<file path="src/rtl/m4i_mac.sv">
// m4i_mac: digit-serial signed multiply-accumulate, 8 bits of a per cycle
// depends on nothing outside this file
`timescale 1ns / 1ps

module m4i_mac #(
    parameter int DATA_WIDTH = 32
) (
    input  logic                         i_clk,
    input  logic                         i_rst_n,
    input  logic                         i_start,
    input  logic                         i_clr,
    input  logic                         i_sub,
    input  logic signed [DATA_WIDTH-1:0] i_a,
    input  logic signed [63:0]           i_b,
    output logic                         o_done,
    output logic signed [DATA_WIDTH+65:0] o_acc
);
    localparam int ACC_W = DATA_WIDTH + 66;
    localparam int ND    = (DATA_WIDTH + 7) / 8;
    localparam int AW    = ND * 8;
    localparam int CW    = $clog2(ND + 1);

    logic             r_busy;
    logic             r_done;
    logic [CW-1:0]    r_cnt;
    logic [AW-1:0]    r_amag;
    logic [ACC_W-1:0] r_bsh;
    logic             r_sub;
    logic [ACC_W-1:0] r_acc;
    logic [DATA_WIDTH-1:0] amag;
    logic [63:0]      bmag;
    logic [ACC_W+7:0] prod_full;
    logic [ACC_W-1:0] prod;

    assign amag      = i_a[DATA_WIDTH-1] ? DATA_WIDTH'(-i_a) : DATA_WIDTH'(i_a);
    assign bmag      = i_b[63] ? 64'(-i_b) : 64'(i_b);
    assign prod_full = r_amag[7:0] * r_bsh;
    assign prod      = prod_full[ACC_W-1:0];

    always_ff @(posedge i_clk) begin
        if (!i_rst_n) begin
            r_busy <= 1'b0;
            r_done <= 1'b0;
            r_cnt  <= '0;
        end else begin
            r_done <= 1'b0;
            if (i_start) begin
                r_busy <= 1'b1;
                r_cnt  <= CW'(ND);
                r_amag <= AW'(amag);
                r_bsh  <= ACC_W'(bmag);
                // sign of the product folds into add or subtract
                r_sub  <= i_sub ^ i_a[DATA_WIDTH-1] ^ i_b[63];
                if (i_clr) begin
                    r_acc <= '0;
                end
            end else if (r_busy) begin
                r_acc  <= r_sub ? r_acc - prod : r_acc + prod;
                r_amag <= r_amag >> 8;
                r_bsh  <= r_bsh << 8;
                r_cnt  <= r_cnt - 1'b1;
                if (r_cnt == CW'(1)) begin
                    r_busy <= 1'b0;
                    r_done <= 1'b1;
                end
            end
        end
    end

    assign o_done = r_done;
    assign o_acc  = $signed(r_acc);

endmodule

</file>
<file path="config.mk">
export PLATFORM = sky130hd
export DESIGN_NAME = m4i_mac
export DESIGN_NICKNAME = d
export VERILOG_FILES = /design/src/rtl/m4i_mac.sv
export SDC_FILE = /design/constraint.sdc
export NUM_CORES = 2
export LEC_CHECK = 0
export ABC_AREA = 1
export ABC_CLOCK_PERIOD_IN_PS = 15300
export BUFFER_PORTS_ARGS = -buffer_cell sky130_fd_sc_hd__buf_4
export CAP_MARGIN = 15
export CORE_MARGIN = 2
export CORE_UTILIZATION = 60
export DETAILED_ROUTE_END_ITERATION = 7
export GPL_ROUTABILITY_DRIVEN = 0
export PLACE_DENSITY = 0.85
export REMOVE_ABC_BUFFERS = 1
export SYNTH_ARGS = -nofsm -noshare
export SYNTH_HDL_FRONTEND = slang
export SYNTH_SLANG_ARGS = --single-unit
</file>
<file path="constraint.sdc">
create_clock -name i_clk -period 15.3 [get_ports i_clk]
set_input_delay 0.765 -clock i_clk [delete_from_list [all_inputs] [get_ports i_clk]]
set_output_delay 0.765 -clock i_clk [all_outputs]
set_load 0.05 [all_outputs]
</file>
Word-level counts from Yosys, hierarchy flattened
Index checks and enable logic that the tools add are counted.
{"block": "op_classes", "mux": 16, "n_mul": 1, "eq_ne": 2, "n_reduce_logical": 6, "add_sub_neg": 5, "bitwise": 4}
{"op": "2-to-1 mux 98 bit", "count": 5}
{"op": "2-to-1 mux 64 bit", "count": 2}
{"op": "adder 98 bit", "count": 1}
{"op": "multiplier 8 x 98 -> 98 bit", "count": 1}
{"op": "subtractor 98 bit", "count": 1}
{"op": "2-to-1 mux 32 bit", "count": 3}
{"op": "negation 64 bit", "count": 1}
{"op": "negation 32 bit", "count": 1}
{"op": "2-to-1 mux 3 bit", "count": 2}
{"op": "2-to-1 mux 1 bit", "count": 4}
{"op": "AND reduction 2 bit", "count": 2}
{"op": "equality test 3 x 1 -> 1 bit, second input constant", "count": 1}
{"op": "AND reduction 3 bit", "count": 1}
{"op": "OR reduction 3 bit", "count": 1}
{"op": "subtractor 3 x 1 -> 3 bit, second input constant", "count": 1}
{"op": "!= test 2 x 1 -> 1 bit, second input constant", "count": 1}
{"op": "inverter 1 bit", "count": 2}
{"op": "nonzero test 2 bit", "count": 1}
{"op": "OR reduction 2 bit", "count": 1}
{"op": "bitwise XOR 1 bit", "count": 2}
{"block": "totals", "register_bits": 234, "wordCells": 43, "out_inout_bits": 99, "inputBits": 101}

Longest topological paths before layout
{"block": "logic_depth", "word_depth": 5, "ltp_mapped": 53, "ltp_nobuf": 51}

Least setup slack after synthesis
No wires, ideal clock.
{"block": "synth_path", "path_kind": "register to register", "startpoint": "register r_amag[3]", "endpoint": "register r_acc[95] (netlist: o_acc[95]), data pin", "n_path_buf": 3, "period_less_slack_ns": 7.413, "setup_ns": 0.146, "t_required_ns": 15.154, "slack_ns": 7.887, "stages_incl_launch_ff": 45, "t_arrival_ns": 7.267, "cell_sequence": "edfxtp_1 clkbuf_1 clkbuf_1 buf_1 nand2_1 fa_1 fa_1 inv_1 fa_1 inv_1 fa_1 inv_1 ha_1 nand2_1 nand2_1 a21oi_1 nand2_1 nand2_1 [9 not listed] nand2_2 nand2_2 xor2_1 inv_1 ha_1 nand2_1 nor2_1 inv_1 nor2_1 inv_1 nor2_1 nand3_1 or3_1 o211ai_1 nand2_1 o2111ai_1 o21ai_0 a21oi_1"}
{"block": "synth_via", "elab_chain_len": 5, "word_cells_on_any_way": 6, "cone_classes": "add/sub: 2; mul: 1; mux: 3"}
{"item": "from (decl)", "line_no": "26", "source": "logic [AW-1:0] r_amag;"}
{"item": "from (signal assigned)", "line_no": "50", "source": "r_amag <= AW'(amag);"}
{"item": "from (signal assigned)", "line_no": "59", "source": "r_amag <= r_amag >> 8;"}
{"item": "multiplier 8 x 98 -> 98 bit *", "line_no": "37", "source": "assign prod_full = r_amag[7:0] * r_bsh;"}
{"item": "adder 98 bit or subtractor 98 bit (tied branches)", "line_no": "58", "source": "r_acc <= r_sub ? r_acc - prod : r_acc + prod;"}
{"item": "2-to-1 mux 98 bit *", "line_no": "58"}
{"item": "2-to-1 mux 98 bit *", "line_no": "57", "source": "end else if (r_busy) begin"}
{"item": "2-to-1 mux 98 bit *", "line_no": "47", "source": "if (i_start) begin"}
{"item": "to (signal assigned)", "line_no": "58"}
{"item": "to (decl)", "line_no": "29", "source": "logic [ACC_W-1:0] r_acc;"}
Mark *: on every way between the ends. The rest lies on a longest branch, timed or not. The select of a mux whose other input is x is not followed.
A chain may end at the register's enable or synchronous reset.

Worst setup path in the final report
{"block": "layout_path", "startpoint": "register r_amag[4]", "endpoint": "register r_acc[97] (netlist: o_acc[97]), data pin"}
Same word-level chain as after synthesis.

==> results by group <==
Outcome
  – Outcome: finished, violations left
  – Violations in the final reports: DRC

Synthesis
  – Mapped cell area: 0.04937 mm^2
  – Syn_area_per_cell: 6.448 um^2
  – Synth Flop Type: edfxtp_1
  – Yosys reg bits: 234
  – Asr flop ratio synth: 0
  – Cell variety after synth: 60
  – Synth warnings: 0
  – Post-Syn Instances: 7657
  – EDFF count, synth: 229
  – Sequential area share after synthesis: 0.1413

Worst setup path
  – Worst path arrival time: 10.35 ns
  – Crit path launch type: flop
  – Crit-path most repeated cell: nand2_1
  – Startpoint of the worst-slack reg-to-reg timing path: r_amag[4]$_DFFE_PP_
  – Critical path's largest stage delay: 0.67 ns
  – Reg2reg path depth: 41
  – R2r endpoint: o_acc[97]$_SDFFCE_PP0P_
  – Worst EP required: 15.68 ns
  – CP Capture Type: flop
  – Critical Path Fanout Max: 52
  – Kind of critical path: reg -> reg
  – WP buf/inv: 7
  – Cell family with the largest share of critical-path delay: simple AND/OR/NAND/NOR gates
  – Reg2reg setup slack: 5.33 ns
  – Crit-path slowest cell: buf_4

Global routing
  – Largest net degree at the start of global routing: 92
  – First-pass GRT wire length: 249.0 mm
  – Total grt overflow: 0
  – Number of global-route vias before repair: 48.79k
  – Gr usage total: 0.3651
  – Initial antenna violation count: 1

Place
  – DP Wirelength: 124.1 mm
  – Buffers on Ports: 199
  – Pre-CTS WS: 6.045 ns
  – Placed Area: 0.05152 mm^2

Clocking
  – CTS Sinks: 234
  – Post-CTS Setup Bufs: 0
  – Post_cts resized: 0
  – CTS tree: yes
  – Clk buf depth: 3
  – Clock Latency Late Sink: 0.62 ns
  – Worst-path clk slew: 0.07 ns
  – Root Buffer: clkbuf_16
  – CTS buffer count: 29
  – Hold-fix buffers, CTS: 0
  – CTS HTree Levels: 1

STA
  – Relative slew margins: 0.2569
  – Max-slew violations: 0
  – Worst slew pin tran: 1.113 ns
  – RSZ-0062 raised after global routing: no
  – Fmax: 100.3 MHz
  – Setup TNS: 0 ns
  – Period utilization: 0.6517
  – Worst hold slack: 0.4148 ns
  – Fin worst setup slack: 5.329 ns
  – Min Tclk post-route: 9.971 ns
  – Finish-stage setup viols: 0
  – Final Skew: 0.04392 ns
  – Final hold vios: 0

Routing
  – Wire length per cell: 17.56 um
  – Routed Antenna Nets: 0
  – Vias per cell: 5.611
  – Pre-Repair DR Iteration Count: 8
  – Final WL: 154.0 mm
  – DRC Markers: 2
  – Iter 0 DRT Violations: 5747
  – Via count: 49.23k

Worst hold path
  – Hold Path Depth: 3
  – Hold Path End: r_cnt[2]$_SDFFE_PN0N_
  – Hold path startpoint: i_rst_n
  – Hold Path Class: in -> reg

Die
  – I/O pins: 200
  – Die width: 290.9 um
  – Cell row count: 105
  – Core Area: 0.08172 mm^2
  – Starting Density: 0.6042
  – Height of the die: 290.9 um
  – Total die area: 0.08460 mm^2

Layout
  – Area grow syn2layout: 6.282%
  – Post-route design area: 0.05248 mm^2
  – Antenna Cells: 0
  – Share of layout cells above drive strength 1: 0.05751
  – Nets@finish: 8543

Run
  – Max-Cap Viols: 0
-- tightest hold or removal path: cells and delay by family --
| family | cells | cell delay, ns |
|---|---|---|
| AOI/OAI and AO/OA | 1 | 0.07 |
| buffers and inverters | 2 | 0.14 |
-- synthesized netlist by cell type, types with 3 or more instances --
library cell | n | area (um^2)
nor2_2 | 37 | 231.5
edfxtp_1 | 229 | 6877
and2_1 | 9 | 56.30
nand2_4 | 5 | 56.30
o31ai_1 | 13 | 97.59
xnor2_1 | 60 | 525.5
or2_2 | 3 | 18.77
a211oi_1 | 5 | 37.54
a21oi_2 | 4 | 35.03
nand3_1 | 190 | 950.9
clkbuf_1 | 197 | 739.5
nor3_4 | 3 | 48.80
inv_2 | 17 | 63.81
o221ai_1 | 5 | 43.79
nand3b_1 | 22 | 165.2
nand4_1 | 75 | 469.2
nand3_2 | 24 | 240.2
inv_1 | 1898 | 7124
buf_1 | 29 | 108.9
a31oi_1 | 59 | 369.1
xnor2_2 | 6 | 97.59
dfxtp_1 | 5 | 100.1
nor4_1 | 31 | 193.9
ha_1 | 208 | 2603
a21boi_0 | 7 | 52.55
o21ai_0 | 270 | 1351
fa_1 | 553 | 11070
nand2_2 | 47 | 294.0
xor2_1 | 115 | 1007
nor3_1 | 48 | 240.2
o21ai_1 | 13 | 65.06
and3_1 | 7 | 43.79
clkinv_1 | 3 | 11.26
nand2_1 | 2346 | 8806
nor3_2 | 6 | 60.06
a21o_1 | 12 | 90.09
o21a_1 | 35 | 262.8
o211ai_1 | 14 | 105.1
o21bai_1 | 16 | 120.1
nor2_1 | 631 | 2369
or3_1 | 3 | 18.77
a21oi_1 | 364 | 1822
nor2_4 | 11 | 123.9
-- through the flow --
stage               cells    util
global placement     8720  0.6305
detailed placement   8720  0.6305
floorplan            7426       -
finish               8773  0.6422
global route         8773  0.6422
CTS                  8773  0.6422
-- state kept, by name, summed over array words and instances (netlist names) --
register  cells
o_acc        98
r_bsh        98
r_amag       32
r_cnt         3
o_done        1
r_busy        1
r_sub         1
-- worst max-delay path by stage --
stage,from,cells after the start,to
5_1_grt,r_amag[4]$_DFFE_PP_,41,o_acc[97]$_SDFFCE_PP0P_
4_1_cts,r_amag[4]$_DFFE_PP_,41,o_acc[97]$_SDFFCE_PP0P_
2_1_floorplan,r_amag[7]$_DFFE_PP_,41,o_acc[95]$_SDFFCE_PP0P_
3_3_place_gp,r_amag[3]$_DFFE_PP_,41,o_acc[97]$_SDFFCE_PP0P_
6_report,r_amag[4]$_DFFE_PP_,41,o_acc[97]$_SDFFCE_PP0P_
3_5_place_dp,r_amag[4]$_DFFE_PP_,41,o_acc[97]$_SDFFCE_PP0P_
-- placed cells by master (no fill, tap or decap), drive strengths merged, types with 2 or more instances in the layout --
cell type and instances:
buf 224, clkinvlp 3, nand2 2398, o211ai 14
nand3b 23, edfxtp 229, o21ai 286, a31oi 59
nand4 75, xor2 115, nor3b 3, o21a 35
clkbuf 36, and2 10, or2 6, o221ai 5
clkinv 13, o2111ai 2, o31ai 13, a21oi 368
fa 553, bufinv 4, ha 208, a21boi 7
nand3 215, xnor2 66, or3 3, a211oi 5
dfxtp 5, nor2 679, o21bai 16, nor3 57
inv 1915, a21o 12, and3 7, nor4 31
-- cells by family after synthesis --
family                     count (synthesis)  share of synthesized area
AOI/OAI and AO/OA                        824                    0.09156
xor gates and xnor gates                 181                    0.03302
adders and majority gates                761                     0.2769
buffers and inverters                   2149                     0.1639
DFF                                      234                     0.1413
and+or+nand+nor                         3508                     0.2933
-- layout make-up --
cell class                 instances  area (um^2)
timing repair buffer             224         1682
inverter                        1918         7206
sequential                       234         6977
multi-input combinational       5274        34320
clock inverter                    17        206.4
clock buffer                      36        752.0
tap                             1070         1339
fill                            7337        29240
-- per-layer routing --
layer  GRT usage  up-vias  wire length [um]
met5           0        -                 0
met4      0.2359        0             11690
met3     0.06864      766             17970
met2      0.5866     3037             68440
met1      0.4528    22460             55930
li1            -    22960                 -
Power is not shown: default switching activity piles up to over one toggle a cycle in this logic, so the estimate is an artifact.
