[config.mk]
export PLATFORM = sky130hd
export DESIGN_NAME = m4i_div
export DESIGN_NICKNAME = d
export VERILOG_FILES = /design/src/rtl/m4i_div.sv
export SDC_FILE = /design/constraint.sdc
export NUM_CORES = 1
export LEC_CHECK = 0
export BUFFER_PORTS_ARGS = -buffer_cell sky130_fd_sc_hd__buf_4
export CAP_MARGIN = 20
export CORE_UTILIZATION = 40
export DETAILED_ROUTE_END_ITERATION = 7
export GPL_TIMING_DRIVEN = 0
export SLEW_MARGIN = 20
export SYNTH_ARGS = -nofsm -noshare
export SYNTH_HDL_FRONTEND = slang
export SYNTH_SLANG_ARGS = --single-unit
[constraint.sdc]
create_clock -name i_clk -period 13.2 [get_ports i_clk]
set_input_delay 2.64 -clock i_clk [delete_from_list [all_inputs] [get_ports i_clk]]
set_output_delay 2.64 -clock i_clk [all_outputs]
set_load 0.005 [all_outputs]
[src/rtl/m4i_div.sv]
// m4i_div: restoring bit-serial divider, (num << FRAC_BITS) / den, saturated
// to a signed DATA_WIDTH result; depends on nothing outside this file
`timescale 1ns / 1ps

module m4i_div #(
    parameter int DATA_WIDTH = 32,
    parameter int FRAC_BITS  = 16
) (
    input  logic                  i_clk,
    input  logic                  i_rst_n,
    input  logic                  i_start,
    input  logic [63:0]           i_num,
    input  logic [63:0]           i_den,
    input  logic                  i_neg,
    output logic                  o_done,
    output logic [DATA_WIDTH-1:0] o_quot
);
    localparam int NUM_W = 64 + FRAC_BITS;
    localparam int CW    = $clog2(NUM_W + 1);

    logic             r_busy;
    logic             r_done;
    logic [CW-1:0]    r_cnt;
    logic [NUM_W-1:0] r_num;
    logic [NUM_W-1:0] r_q;
    logic [63:0]      r_rem;
    logic [63:0]      r_den;
    logic             r_neg;
    logic [64:0]      rem_sh;
    logic             ge;
    logic [64:0]      rem_sub;
    logic [NUM_W-1:0] limit;
    logic [NUM_W-1:0] q_sat;
    logic [DATA_WIDTH-1:0] q_lo;

    assign rem_sh  = {r_rem, r_num[NUM_W-1]};
    assign ge      = rem_sh >= {1'b0, r_den};
    assign rem_sub = rem_sh - {1'b0, r_den};

    always_ff @(posedge i_clk) begin
        if (!i_rst_n) begin
            r_busy <= 1'b0;
            r_done <= 1'b0;
            r_cnt  <= '0;
        end else begin
            r_done <= 1'b0;
            if (i_start) begin
                r_busy <= 1'b1;
                r_cnt  <= CW'(NUM_W);
                r_num  <= {i_num, {FRAC_BITS{1'b0}}};
                r_q    <= '0;
                r_rem  <= '0;
                r_den  <= i_den;
                r_neg  <= i_neg;
            end else if (r_busy) begin
                r_rem <= ge ? rem_sub[63:0] : rem_sh[63:0];
                r_q   <= {r_q[NUM_W-2:0], ge};
                r_num <= r_num << 1;
                r_cnt <= r_cnt - 1'b1;
                if (r_cnt == CW'(1)) begin
                    r_busy <= 1'b0;
                    r_done <= 1'b1;
                end
            end
        end
    end

    // negative side may reach one step further
    assign limit  = (NUM_W'(1) << (DATA_WIDTH - 1)) - (r_neg ? NUM_W'(0) : NUM_W'(1));
    assign q_sat  = (r_q > limit) ? limit : r_q;
    assign q_lo   = q_sat[DATA_WIDTH-1:0];
    assign o_quot = r_neg ? DATA_WIDTH'(-q_lo) : q_lo;
    assign o_done = r_done;

endmodule

# ---- Word level (Yosys, flattened, before mapping)
# Index checks and enable logic that the tools add are counted.
dict set report word_totals {
  reg_bits 297
  latchBits 0
  ram_bits 0
  mem_bits_ro 0
  input_bits 132
  out_inout_bits 33
  elab_cells 38
  n_memories 0
}
dict set report classes {
  add_sub_neg 4
  n_mul 0
  div 0
  n_lt_le_gt_ge 2
  n_eq_ne 1
  shift 0
  n_mux 14
  n_bitwise 2
  reduce_logical 5
}
# operator count
set ops {}
lappend ops {{$mux 80} 3}
lappend ops {{$mux 64} 2}
lappend ops {{$gt 80x80->1} 1}
lappend ops {{$ge 65x64->1} 1}
lappend ops {{$mux 32} 2}
lappend ops {{$sub 64x64->64} 1}
lappend ops {{$sub 32x1->33 const A} 1}
lappend ops {{$neg 32->32} 1}
lappend ops {{$mux 7} 2}
lappend ops {{$eq 7x1->1 const B} 1}
lappend ops {{$sub 7x1->7 const B} 1}
lappend ops {{$mux 1} 5}
lappend ops {{$reduce_and 2->1} 2}
lappend ops {{$reduce_or 3->1} 1}
lappend ops {{$not 1->1} 2}
lappend ops {{$reduce_bool 2->1} 1}
lappend ops {{$reduce_or 2->1} 1}

# ---- Depth between registers and ports, before layout
# Gate-level depths: netlist of the first run.
dict set report depth {
  ltp_word 6
  mapped_depth 25
  ltp_nobuf 19
}

# ---- Worst setup path after synthesis of the first run
# Ideal clock, no wire load.
dict set report synth_timing {
  path_kind {input to register}
  from {in i_start}
  to {reg r_busy}
  setup_ps 78
  t_arrival_ps 8489
  t_required_ps 13122
  path_slack_ps 4633
  path_stages 4
  n_path_buf 2
  path_cell_list {clkbuf_1 -> clkbuf_1 -> o21a_1 -> o41a_1}
}
dict set report synth_via {
  elab_chain_len 1
}
# item line_no
set synth_rtl {}
lappend synth_rtl {{start: declaration} 11} ;# input logic i_start,
lappend synth_rtl {{$mux 1} 47} ;# if (i_start) begin
lappend synth_rtl {{end signal: assignment} 42} ;# r_busy <= 1'b0;
lappend synth_rtl {{end signal: assignment} 48} ;# r_busy <= 1'b1;
lappend synth_rtl {{end signal: assignment} 61} ;# r_busy <= 1'b0;
lappend synth_rtl {{end: declaration} 21} ;# logic r_busy;
# No other way between the ends.
# A chain may end at the register's enable or synchronous reset.

# ---- Worst setup path after layout of the first run
dict set report layout_timing {
  from {reg r_neg}
  to {out o_quot[20]}
}
dict set report layout_via {
  elab_chain_len 6
}
# item line_no
set layout_rtl {}
lappend layout_rtl {{start: declaration} 28} ;# logic r_neg;
lappend layout_rtl {{start signal: assignment} 54} ;# r_neg <= i_neg;
lappend layout_rtl {{$mux 1} 69} ;# assign limit = (NUM_W'(1) << (DATA_WIDTH - 1)) - (r_neg ? NUM_W'(0) : NUM_W'(1));
lappend layout_rtl {{$sub 32x1->33} 69}
lappend layout_rtl {{$gt 80x80->1} 70} ;# assign q_sat = (r_q > limit) ? limit : r_q;
lappend layout_rtl {{$mux 32} 70}
lappend layout_rtl {{$neg 32->32} 72} ;# assign o_quot = r_neg ? DATA_WIDTH'(-q_lo) : q_lo;
lappend layout_rtl {{$mux 32 (*)} 72}
lappend layout_rtl {{end: declaration} 16} ;# output logic [DATA_WIDTH-1:0] o_quot
# Every way passes the cells marked *; elsewhere a longest branch is shown, timed or not.

==> reports/qor.yml, run 1 <==
synthesis:
  synth_edf_count: 273
  synth-seq-cells: 282
  ys_types: 70
  synth_warnings: 0
  synthAdderAreaFrac_pct: 7.412
  seq_area_frac_synth_pct: 49.34
  avgSynthCellArea_um2: 10.35
  async_flop_share_pct: 0
  syn_area_um2: 16980
  synth_nets: 1873
  synth-compound-area-share_pct: 15.97
  synth_simple_gate_area_share_pct: 15.49
  synthCells: 1641
  synth_xor_area_share_pct: 2.940
  ys.flop_type: "edfxtp_1"
  synth_top_family_by_area: "compound AO/OA/AOI/OAI gates"
  synth_mux_area_share_pct: 4.767
route:
  dr_wl_met2_mm: 18.89
  finalWirelength_mm: 43.09
  wl_met1_mm: 20.73
  drc: 0
  drt_first_pass_iters: 6
  routed-wl-met3_mm: 2.653
  first_iter_violations: 1017
  vias: 13390
  vias_per_cell: 5.563
  ant_nets: 0
  wl_per_cell_um: 17.90
  highest_layer: "met4"
grt:
  antenna_found_initial: 0
  track_usage_pct: 19.91
  grt_max_degree: 53
  overflow: 0
  grt_first_pass_wirelength_mm: 69.28
  grt_pass1_vias: 12950
power_and_ir_drop:
  clkPwrFrac_pct: 35.2
  p_int_mw: 1.864
  combPwrFrac_pct: 22.6
  irDropWorstVdd_uv: 95.32
  pwr-share-seq_pct: 42.2
  power_per_cell_area_nw_per_um2: 130.3
  power_mw: 2.622
  cellLeakagePower_nw: 7.853
  sw_frac_of_total_pct: 28.91
  power.switching_uw: 758.0
floorplan:
  io_pins: 165
  start_util_pct: 40.48
  core-area_um2: 41950
  die_y_um: 208.0
  std_cell_rows: 75
  die_area_um2: 43280
  die_x_um: 208.0
clock_network:
  cts_tree: "done"
  post_cts_buffers: 0
  cts_resized: 0
  root_buffer: "clkbuf_16"
  cts.sinks: 282
  h-tree-depth: 2
  clk_path_buf_depth: 3
  cts_hold_buf: 0
  clk_pin_slew_ps: 50
  clk_latency_ps: 540
  numCtsBuffers: 34
sta:
  fin_crit_ps: 10130
  setup_violations: 0
  rsz0062_at_grt: "no"
  finalHoldViolCount: 0
  maxSlewViolCount: 0
  fin_worst_skew_ps: 16.67
  max_freq_mhz: 98.68
  setup_slack_ps: 3066
  relSlewSlack_pct: 31.61
  post-route-period-util_pct: 76.77
  worst_pin_slew_ps: 1017
  setup_tns_ps: 0
placement:
  gp_congestion: 0.9016
  io_buffers: 163
  hpwl_mm: 31.26
  dp_slack_ps: 3551
setup_path:
  endpoint_kind: "output pin"
  crit_arrival_ps: 7490
  worstPathRequired_ps: 10560
  cp_max_fo: 23
  path_class: "register to output pin"
  start_kind: "register"
finish:
  diodes: 0
  drive_gt1_share_pct: 16.38
  final_nets: 2078
  n_fill_cell: 3929
  multi_input_area_um2: 7919
  seqCellArea_um2: 8378
  syn2layout_area_growth_pct: 18.46
job:
  maxCapViolations: 0
outcome:
  status: "finished, final reports clean"
hold_path:
  worst_hold_path_type: "register to register"
## layer usage
metal | vias up | GRT usage [%]
li1 | 6504 | -
met1 | 6414 | 28.80
met2 | 414 | 30.18
met3 | 57 | 3.713
met4 | 0 | 5.900
met5 | - | 0
## power groups by stage
stage / sequential, mW / combinational [mW] / clock (mW)
6_report: 1.11 / 0.592 / 0.923
5_1_grt: 1.11 / 0.660 / 0.987
4_1_cts: 1.11 / 0.588 / 0.956
3_5_place_dp: 1.13 / 0.584 / 0
3_3_place_gp: 1.14 / 0.568 / 0
2_1_floorplan: 1.12 / 0.414 / 0
## synthesized netlist by cell type, types with 6 or more instances
master	n	area (um2)
nor3_1	34	170.2
o21ai_0	87	435.4
o2111ai_1	6	52.55
o311a_1	12	120.1
mux2i_1	10	100.1
mux2_2	63	709.4
edfxtp_1	273	8198
o211ai_1	10	75.07
xor2_1	18	157.7
nand4_1	38	237.7
nand2b_1	10	62.56
clkbuf_1	85	319.1
ha_1	99	1239
or2_2	6	37.54
nand3_1	21	105.1
a21o_1	45	337.8
nor2_1	99	371.6
a211oi_1	24	180.2
a31oi_1	22	137.6
or3_1	11	68.82
a21oi_1	138	690.7
nand2_1	152	570.6
xnor2_1	39	341.6
and2_1	7	43.79
nor4_1	26	162.7
nor2b_1	83	519.3
inv_1	94	352.8
o21a_1	18	135.1
o21bai_1	8	60.06
dfxtp_1	9	180.2
## metrics by stage
step	utilization (%)	std cells	hold WS (ps)	area [um2]
final	47.96	2407	496.5	20120
after global routing	47.96	2407	552.0	20120
after CTS	47.92	2406	495.1	20100
after detailed placement	45.36	2348	490.9	19030
after global placement	45.01	2343	481.4	18880
after floorplan	-	1641	468.5	16980
## worst max-delay path, stage by stage (launching register included)
cell	delay [ps]
edfxtp_1	550
buf_8	250
clkbuf_1	220
inv_1	180
clkbuf_1	500
clkbuf_1	550
ha_1	260
nor2b_1	50
o21a_1	160
o21a_1	160
o21ai_0	150
o211ai_1	120
a221o_1	340
a2111o_1	470
inv_1	240
clkbuf_1	450
a21boi_0	320
inv_1	120
ha_1	140
clkbuf_1	330
inv_1	140
nor2_1	160
clkbuf_1	440
nand2_1	100
o21ai_0	180
a31oi_1	60
o311a_1	150
buf_4	140
## registers in the layout, indices dropped and copies added, names as in the netlist
signal and flops:
r_cnt 7, r_neg 1, o_done 1, r_q 80, r_den 64, r_rem 64
r_busy 1, r_num 64
## layout make-up
type / instances / area share [%]
plain buffers: 90 / 1.698
clock buffers: 39 / 4.323
clock inverters: 19 / 1.020
inverters: 94 / 1.754
multi-input cells: 1175 / 39.36
flip-flops and latches: 282 / 41.65
well taps: 539 / 3.352
repair buffers: 169 / 6.842
## cells in the final DEF, fill, tap and decap left out, drive strengths merged, types with 8 or more instances in the layout
master  netlist  layout
clkbuf       85     124
nor3         39      39
a31oi        22      22
mux2         63      63
a21o         45      45
o21ai        90      90
ha           99      99
a211oi       24      24
nor2         99      99
clkinv        0      13
nand4        38      38
xor2         18      18
xnor2        39      39
nor4         26      26
nor2b        83      83
o21bai        8       8
buf           5     174
or3          12      12
nand2       154     154
o21a         18      18
a21oi       138     138
o311a        12      12
mux2i        10      10
dfxtp         9       9
inv          94      96
nand3        21      21
edfxtp      273     273
nand2b       10      10
o211ai       10      10
## final timing paths
kind                                start    endpoint  slack [ps]  depth (start not counted)
worst max-delay path                r_neg  o_quot[20]        3070                         27
worst min-delay path             r_cnt[1]    r_cnt[1]         500                          2
worst max register to register  r_rem[22]   r_rem[32]        8710                         11
worst min register to register   r_cnt[1]    r_cnt[1]         500                          2
## logic make-up (layout without fill, tap and decap cells)
logic type      after synthesis  count (layout)
simple gates                519             519
compound gates              426             426
flops                       282             282
buf+inv                     184             411
fa+ha+maj                   100             100
mux                          73              73
xor+xnor                     57              57
(Power assumes the default switching activity.)
==> run 2: changes to the inputs <==
==> constraint.sdc (replaced) <==
create_clock -name i_clk -period 8.32 [get_ports i_clk]
set_input_delay 1.664 -clock i_clk [delete_from_list [all_inputs] [get_ports i_clk]]
set_output_delay 1.664 -clock i_clk [all_outputs]
set_load 0.005 [all_outputs]
==> run 2 against run 1 <==
Via count grew 0.16%. Total power grew 59%. Global-route usage grew 0.13 points. Worst hold slack is essentially flat. Sequential share of layout area is essentially flat. Final cell count is the same. First-iteration DRC count shrank 4.9%. Critical path type unchanged.
==> reports/qor.yml, run 2 (same netlist as run 1, synthesis figures left out) <==
setup_path:
  crit_arrival_ps: 6100  # -1390 ps
  cp_max_fo: 11  # -52%
  start_kind: "register"
  worstPathRequired_ps: 6660  # -3900 ps
  endpoint_kind: "output pin"
  path_class: "register to output pin"
floorplan:
  std_cell_rows: 75  # unchanged
  die_area_um2: 43280  # unchanged
  core-area_um2: 41950  # unchanged
  die_y_um: 208.0  # unchanged
  io_pins: 165  # unchanged
  start_util_pct: 40.48  # unchanged
  die_x_um: 208.0  # unchanged
grt:
  grt_first_pass_wirelength_mm: 69.64  # +0.53%
  grt_pass1_vias: 12970  # +0.093%
  overflow: 0  # unchanged
  track_usage_pct: 20.04  # +0.13 points
  grt_max_degree: 53  # unchanged
  antenna_found_initial: 0  # unchanged
clock_network:
  cts.sinks: 282  # unchanged
  root_buffer: "clkbuf_16"
  clk_path_buf_depth: 3  # unchanged
  numCtsBuffers: 34  # unchanged
  cts_tree: "done"
  clk_latency_ps: 550  # about the same
  h-tree-depth: 2  # unchanged
  clk_pin_slew_ps: 50  # about the same
  cts_hold_buf: 0  # unchanged
job:
  maxCapViolations: 0  # unchanged
sta:
  rsz0062_at_grt: "no"
  post-route-period-util_pct: 93.34
  fin_worst_skew_ps: 18.94  # +2.267 ps
  maxSlewViolCount: 0  # unchanged
  worst_pin_slew_ps: 1040  # +23.26 ps
  setup_tns_ps: 0  # unchanged
  relSlewSlack_pct: 30.04  # -1.6 points
  finalHoldViolCount: 0  # unchanged
  setup_violations: 0  # unchanged
  max_freq_mhz: 128.8
  fin_crit_ps: 7765
hold_path:
  worst_hold_path_type: "register to register"
finish:
  syn2layout_area_growth_pct: 18.54  # about the same
  drive_gt1_share_pct: 16.81  # +0.43 points
  utilization_pct: 47.99  # about the same
  diodes: 0  # unchanged
  largest_reg_flops: 80  # unchanged
  final_cell_mix: "edfxtp_1, buf_4, nand2_1"
  n_fill_cell: 3929  # unchanged
  mostFrequentLayoutCell: "edfxtp_1"
  final_nets: 2078  # unchanged
  top_register: "r_q"
route:
  ant_nets: 0  # unchanged
  finalWirelength_mm: 43.50  # +0.96%
  vias_per_cell: 5.572  # +0.16%
  first_iter_violations: 967  # -4.9%
  drc: 0  # unchanged
  wl_per_cell_um: 18.07  # +0.96%
  drt_first_pass_iters: 5  # -1
  vias: 13410  # +0.16%
placement:
  gp_congestion: 0.9016  # unchanged
  hpwl_mm: 31.26  # unchanged
  io_buffers: 163  # unchanged
outcome:
  status: "finished, final reports clean"
power_and_ir_drop:
  power_per_cell_area_nw_per_um2: 206.8  # +59%
  cellLeakagePower_nw: 7.879  # +0.32%
  irDropWorstVdd_uv: 151.1  # +59%
## run 2: changes by cell type in the layout (fill, tap and decap cells not counted), sizes merged
cell | previous run | this run
buf | 174 | 175
clkbuf | 124 | 123
## run 2: through the flow
| step | setup WS [ps] | instance area [um2] | hold WS, ps | std cells | total power, mW |
|---|---|---|---|---|---|
| 2_1_floorplan | 729.0 | 16980 | 468.5 | 1641 | 2.435 |
| 3_3_place_gp | -2241 | 18880 | 481.4 | 2343 | 2.706 |
| 3_5_place_dp | -352.6 | 19030 | 490.9 | 2348 | 2.712 |
| 4_1_cts | 14.16 | 20130 | 495.1 | 2408 | 4.210 |
| 5_1_grt | 130.6 | 20130 | 552.0 | 2407 | 4.383 |
| 6_report | 554.5 | 20130 | 496.5 | 2407 | 4.163 |
## run 2: final cells by class
type                    count  area [um2]  share of cell area, %
repair buffers            170        1384                  6.875
plain buffers              89       346.6                  1.722
clock buffers              39       869.6                  4.320
inverters                  94       352.8                  1.753
clock inverters            19       205.2                  1.019
well taps                 539       674.4                  3.350
flip-flops and latches    282        8378                  41.62
multi-input cells        1175        7919                  39.34
## run 2: critical path, stage by stage, from the launching register on
cell and delay [ps]:
edfxtp_1 470, clkbuf_1 240, inv_1 180, clkbuf_2 310, clkbuf_2 340, ha_1 200
nor2b_1 40, o21a_1 160, o21a_1 160, o21ai_0 160, o211ai_1 120, a221o_1 330
a2111o_1 480, clkbuf_1 300, nand2_1 150, a21boi_1 320, inv_1 90, ha_1 330
nand2_1 220, clkbuf_2 280, o21ai_0 110, a31oi_1 160, o311a_1 250, buf_4 130
## run 2: metal layers
metal	vias to the layer above	track usage, %	share of wire (%)
met5	-	0	0
met4	0	5.849	1.7
met3	47	3.683	5.8
met2	379	30.33	44
met1	6476	29.10	48
li1	6509	-	-
## run 2: what timing repair did
| action | 4_1_cts | 5_1_grt |
|---|---|---|
| endpoints found under the setup margin | 15 | 14 |
| buffers inserted | 2 | 0 |
| gates resized for setup | 2 | 11 |
## run 2: power breakdown
part           leakage [nW]  switching, mW  internal (mW)
logic                  4.64          0.555          0.388
registers              2.71         0.0587           1.70
clock network         0.528          0.592          0.874
## run 2: final timing paths
| check | from | endpoint | slack, ps | cells past startpoint |
|---|---|---|---|---|
| max reg2reg | r_rem[22] | r_rem[32] | 3910 | 11 |
| max | r_neg | o_quot[4] | 550 | 23 |
| min reg2reg | r_cnt[1] | r_cnt[1] | 500 | 2 |
| min | r_cnt[1] | r_cnt[1] | 500 | 2 |
